===== src/design/fhcu_ram.sv =====
// Generic simple dual-port RAM: one write port, one registered read port.
`default_nettype none
module fhcu_ram #(
	parameter int WIDTH = 8,
	parameter int DEPTH = 256
) (
	input  wire logic                     clk,
	input  wire logic                     we,
	input  wire logic [$clog2(DEPTH)-1:0] waddr,
	input  wire logic [WIDTH-1:0]         wdata,
	input  wire logic                     re,
	input  wire logic [$clog2(DEPTH)-1:0] raddr,
	output logic      [WIDTH-1:0]         rdata
);

	logic [WIDTH-1:0] mem_q [DEPTH];

	always_ff @(posedge clk) begin
		if (we) begin
			mem_q[waddr] <= wdata;
		end
		if (re) begin
			rdata <= mem_q[raddr];
		end
	end

endmodule
`default_nettype wire


===== config.mk =====
export PLATFORM = sky130hd
export DESIGN_NAME = fhcu_ram
export DESIGN_NICKNAME = d
export VERILOG_FILES = /design/src/design/fhcu_ram.sv
export SDC_FILE = /design/constraint.sdc
export NUM_CORES = 2
export LEC_CHECK = 0
export BUFFER_PORTS_ARGS = -buffer_cell sky130_fd_sc_hd__buf_2
export CORE_ASPECT_RATIO = 1.75
export CORE_MARGIN = 5
export CORE_UTILIZATION = 50
export CTS_BUF_LIST = sky130_fd_sc_hd__clkbuf_4
export CTS_CLUSTER_SIZE = 25
export DETAILED_ROUTE_END_ITERATION = 16
export PLACE_DENSITY_LB_ADDON = 0.15
export SYNTH_ARGS = -nofsm -noshare
export SYNTH_HDL_FRONTEND = slang
export SYNTH_SLANG_ARGS = --single-unit

===== constraint.sdc =====
create_clock -name clk -period 2.4 [get_ports clk]
set_input_delay 0.36 -clock clk [delete_from_list [all_inputs] [get_ports clk]]
set_output_delay 0.36 -clock clk [all_outputs]
set_load 0.1 [all_outputs]

-- Word-level counts from Yosys, hierarchy flattened
Memory sizes are Yosys's and may differ from the RTL's. A register that Yosys moved wholly into a read port is not among the register bits.
Index checks and enable logic that the tools add are counted.
- memory bits (writable): 2048
- input port bits: 27
- word-level logic and storage cells: 3
- bits in registers: 0
- memories: 1
- output and inout bits: 8
- muxes and demuxes: 2
- memory list (name ; words ; bits a word ; rd ports ; clocked after memory_dff ; wr ports ; RTL line ; text):
    mem_q ; 256 ; 8 ; 1 ; 1 ; 1 ; 16 ; logic [WIDTH-1:0] mem_q [DEPTH];
- operator list (cell ; count):
    $mux W1 ; 2

-- Logic depth before layout (Yosys ltp)
- depth in word-level cells: 2
- mapped depth: 11

-- Least setup slack after synthesis
No wires, ideal clock.
- path type: input-to-reg
- from: input port raddr[0]
- to: register rdata[2] (read register of mem_q), data pin
- arrival time: 2.167 ns
- data required time: 2.131 ns
- cell stages on the path: 9
- library setup time: 0.269 ns
- setup slack: -0.036 ns
- buffers on the path: 4
- cells stage by stage: buf_6 buf_12 buf_8 buf_2 mux4_2 a22oi_1 a21oi_1 nor4_1 nor4_2
- RTL lines (item ; RTL line ; text):
    start: declaration ; 12 ; input wire logic [$clog2(DEPTH)-1:0] raddr,
    end: declaration ; 13 ; output logic [WIDTH-1:0] rdata

==> run_results.csv <==
group,metric,value,unit
timing,setup_violations,4,
place,place_area,0.0879,mm^2
floorplanning,die_y,538,um
cts,cts_sinks,2056,
place,routabilityCongestion,0.901,
logic_synthesis,synth_nets,3760,
worst_setup_path,arrival,3.51,ns
place,dpl.hpwl,145000,um
pwr,p_int,53.9,mW
cts,clk_pin_slew,0.08,ns
timing,final.setup.worst_slack,-0.171,ns
min_path,hold_depth,2,
logic_synthesis,yosys.area_share.simple,0.0263,
floorplanning,ios,35,
detailed_routing,wl_per_cell,29.7,um
global_routing,antenna_found_initial,16,
logic_synthesis,async_flop_share,0,
logic_synthesis,yosys_register_bits,2056,
logic_synthesis,synth_xor_area_frac,0,
flow_run,max_cap_violations,0,
logic_synthesis,synth_top_family_by_area,"multiplexers",
pwr,comb_power_share,0.065,
global_routing,grt_overflow_total,0,
final_layout,final_cell_area,0.0938,mm^2
logic_synthesis,synth-compound-area-share,0.0342,
logic_synthesis,synthCells,3733,
timing,min_period_over_period,1.07,
timing,fmax,389,MHz
pwr,peakVddDrop,0.660,mV
global_routing,grt_pass1_vias,44900,
timing,relSlewSlack,0.356,
worst_setup_path,rr_worst_depth,6,
worst_setup_path,worstPathMaxFanout,1,
cts,cts_tree,"done",
floorplanning,die_area,0.168,mm^2
final_layout,final_common_cell,"edfxtp_1",
detailed_routing,drtAntennaViolNets,0,
timing,fin_tns_setup,-0.359,ns
min_path,hold_class,"primary input to flip-flop",
floorplanning,num_rows,193,
detailed_routing,drt-pass1-iter-count,6,
final_layout,drive_gt1_frac,0.390,
timing,drv_slew,0,
cts,clockRootBuffer,"clkbuf_4",
logic_synthesis,synth_mux_area_frac,0.146,
logic_synthesis,syn_area,0.0796,mm^2
detailed_routing,drt_iter0_markers,3566,
pwr,totalPowerFinal,69.4,mW
timing,period_minus_slack,2.57,ns
floorplanning,die_width,312,um
status,status,"finished with violations",
pwr,sequentialPowerShare,0.571,
logic_synthesis,avgSynthCellArea,21.3,um^2
pwr,leakage,31.0,nW
pwr,power_density,740,mW/mm^2
timing,rsz0062_at_grt,"true",
worst_setup_path,critPathRequiredTime,3.34,ns
detailed_routing,dr_total_vias,42200,
worst_setup_path,path_class,"flip-flop to flip-flop",
logic_synthesis,ys_seq_area_frac,0.775,
place,port_buffers,34,
detailed_routing,drt_wl_total,211000,um
logic_synthesis,synth-edff-count,2056,
pwr,sw_frac_of_total,0.224,
cts,cts.path.max_buffers,4,
detailed_routing,drc,0,
floorplanning,core_area,0.158,mm^2
logic_synthesis,yosysWarnings,0,
logic_synthesis,synth.distinct_cells,54,
timing,fin_skew,0.107,ns
cts,cts_htree_levels,5,
timing,finalHoldViolations,0,
status,violations,"negative setup slack",
pwr,clockPowerShare,0.364,
final_layout,final_cell_mix,"2056 x edfxtp_1, 695 x buf_4, 633 x clkbuf_4, 455 x mux4_2, 276 x nor2_1",
detailed_routing,avgViaCountPerCell,5.92,
worst_setup_path,critPathLaunchType,"flip-flop",
global_routing,grt_pass1_wl,305000,um
final_layout,nets,4802,
logic_synthesis,dominantRegCellSynth,"edfxtp_1",
final_layout,utilization,0.593,
cts,cts_setup_buffers,0,
cts,clock_latency,1.19,ns
global_routing,grtUsageTotal,0.252,
cts,cts_buffers,443,
global_routing,grt_max_degree,83,
floorplanning,start_util,0.503,
timing,tightest_slew,0.964,ns
logic_synthesis,yosys.area_share.adder,0,
final_layout,areaGrowthSynthToFinish,17.8,%
pwr,power.switching,15.5,mW
worst_setup_path,setup.worst_path.end_class,"flip-flop",
## metal layers
metal	up-vias	global-route usage	routed length [um]
met2	1637	0.469	116000
met4	6	0.122	11300
met3	467	0.0429	12100
met1	22000	0.282	72400
li1	18100	-	-
met5	-	0	34
## cell families (layout without fill, tap and decap cells)
family / count (synthesis) / in the layout
flip-flops: 2056 / 2056
multiplexers: 591 / 591
AND/OR/NAND/NOR: 466 / 466
AO/OA/AOI/OAI: 385 / 385
buffers and inverters: 235 / 1571
other: 0 / 12
## Yosys cell counts, types with 6 or more instances
| library cell | instances | area share |
|---|---|---|
| mux2i_1 | 134 | 0.017 |
| buf_8 | 13 | 0.0025 |
| nor2_1 | 282 | 0.013 |
| nand2_1 | 33 | 0.0016 |
| o211ai_1 | 10 | 0.00094 |
| buf_12 | 8 | 0.0020 |
| a22o_1 | 8 | 0.00088 |
| buf_1 | 22 | 0.0010 |
| buf_4 | 27 | 0.0025 |
| and2_1 | 6 | 0.00047 |
| nand2b_1 | 8 | 0.00063 |
| a22oi_1 | 133 | 0.013 |
| clkbuf_1 | 111 | 0.0052 |
| buf_6 | 21 | 0.0030 |
| nor4_1 | 24 | 0.0019 |
| o21ai_0 | 10 | 0.00063 |
| a221oi_1 | 13 | 0.0014 |
| o22ai_1 | 28 | 0.0022 |
| edfxtp_1 | 2056 | 0.78 |
| mux4_2 | 454 | 0.13 |
| o221ai_1 | 46 | 0.0051 |
| nand3_1 | 34 | 0.0021 |
| a211oi_1 | 16 | 0.0015 |
| nor2b_1 | 31 | 0.0024 |
| buf_2 | 31 | 0.0019 |
| nand4_1 | 10 | 0.00079 |
| a21oi_1 | 96 | 0.0060 |
| nor3_1 | 22 | 0.0014 |
## worst max-delay path, cell delays in order, from the launching register on
cell and delay (ns):
edfxtp_1 0.36, mux4_2 0.53, mux4_2 0.49, nor2b_4 0.16, nor4_4 0.50, buf_4 0.24
nor4_2 0.04
## registers in the layout, indices dropped and copies added, names as in the netlist
register  cells
rdata         8
mem_q      2048
## layout make-up
cell class / count / area, um^2
timing repair buffer: 830 / 7400
fill: 11600 / 64300
multi-input combinational: 1442 / 16800
clock buffer: 633 / 4750
tap: 2047 / 2560
clock inverter: 106 / 586
sequential: 2056 / 61700
inverter: 2 / 7.51
antenna: 12 / 30.0
## timing repair
item | CTS | global route
endpoints found under the hold margin | 2463 | 0
resized for setup | 57 | 14
pin swaps | 12 | 8
setup endpoints to repair | 16 | 11
gates cloned | 0 | 0
hold buffers | 22 | 0
## path summary, 6_finish.rpt
path	start	end	slack, ns
max	mem_q[71][0]$_DFFE_PP_	rdata[0]$_DFFE_PP_	-0.17
min	wdata[2]	mem_q[217][2]$_DFFE_PP_	0.18
max reg2reg	mem_q[71][0]$_DFFE_PP_	rdata[0]$_DFFE_PP_	-0.17
min reg2reg	mem_q[32][5]$_DFFE_PP_	rdata[5]$_DFFE_PP_	1.10
## stage by stage
stage | std cells | worst slack (ns) | hold slack [ns]
global placement | 6356 | -1.68 | 0.779
global route | 7125 | -0.192 | 0.100
finish | 7128 | -0.171 | 0.180
floorplan | 3733 | -0.00348 | 0.459
detailed placement | 6357 | -1.66 | 0.786
CTS | 7116 | -0.209 | 0.0628
## power by group through the flow
stage / clock network, mW / logic, mW / registers, mW
2_1_floorplan: 0 / 1.93 / 40.5
3_3_place_gp: 0 / 4.39 / 40.4
3_5_place_dp: 0 / 4.44 / 40.4
4_1_cts: 26.0 / 4.56 / 39.6
5_1_grt: 27.9 / 4.74 / 39.6
6_report: 25.3 / 4.54 / 39.6
No activity file was read; power rests on OpenSTA's default activity.
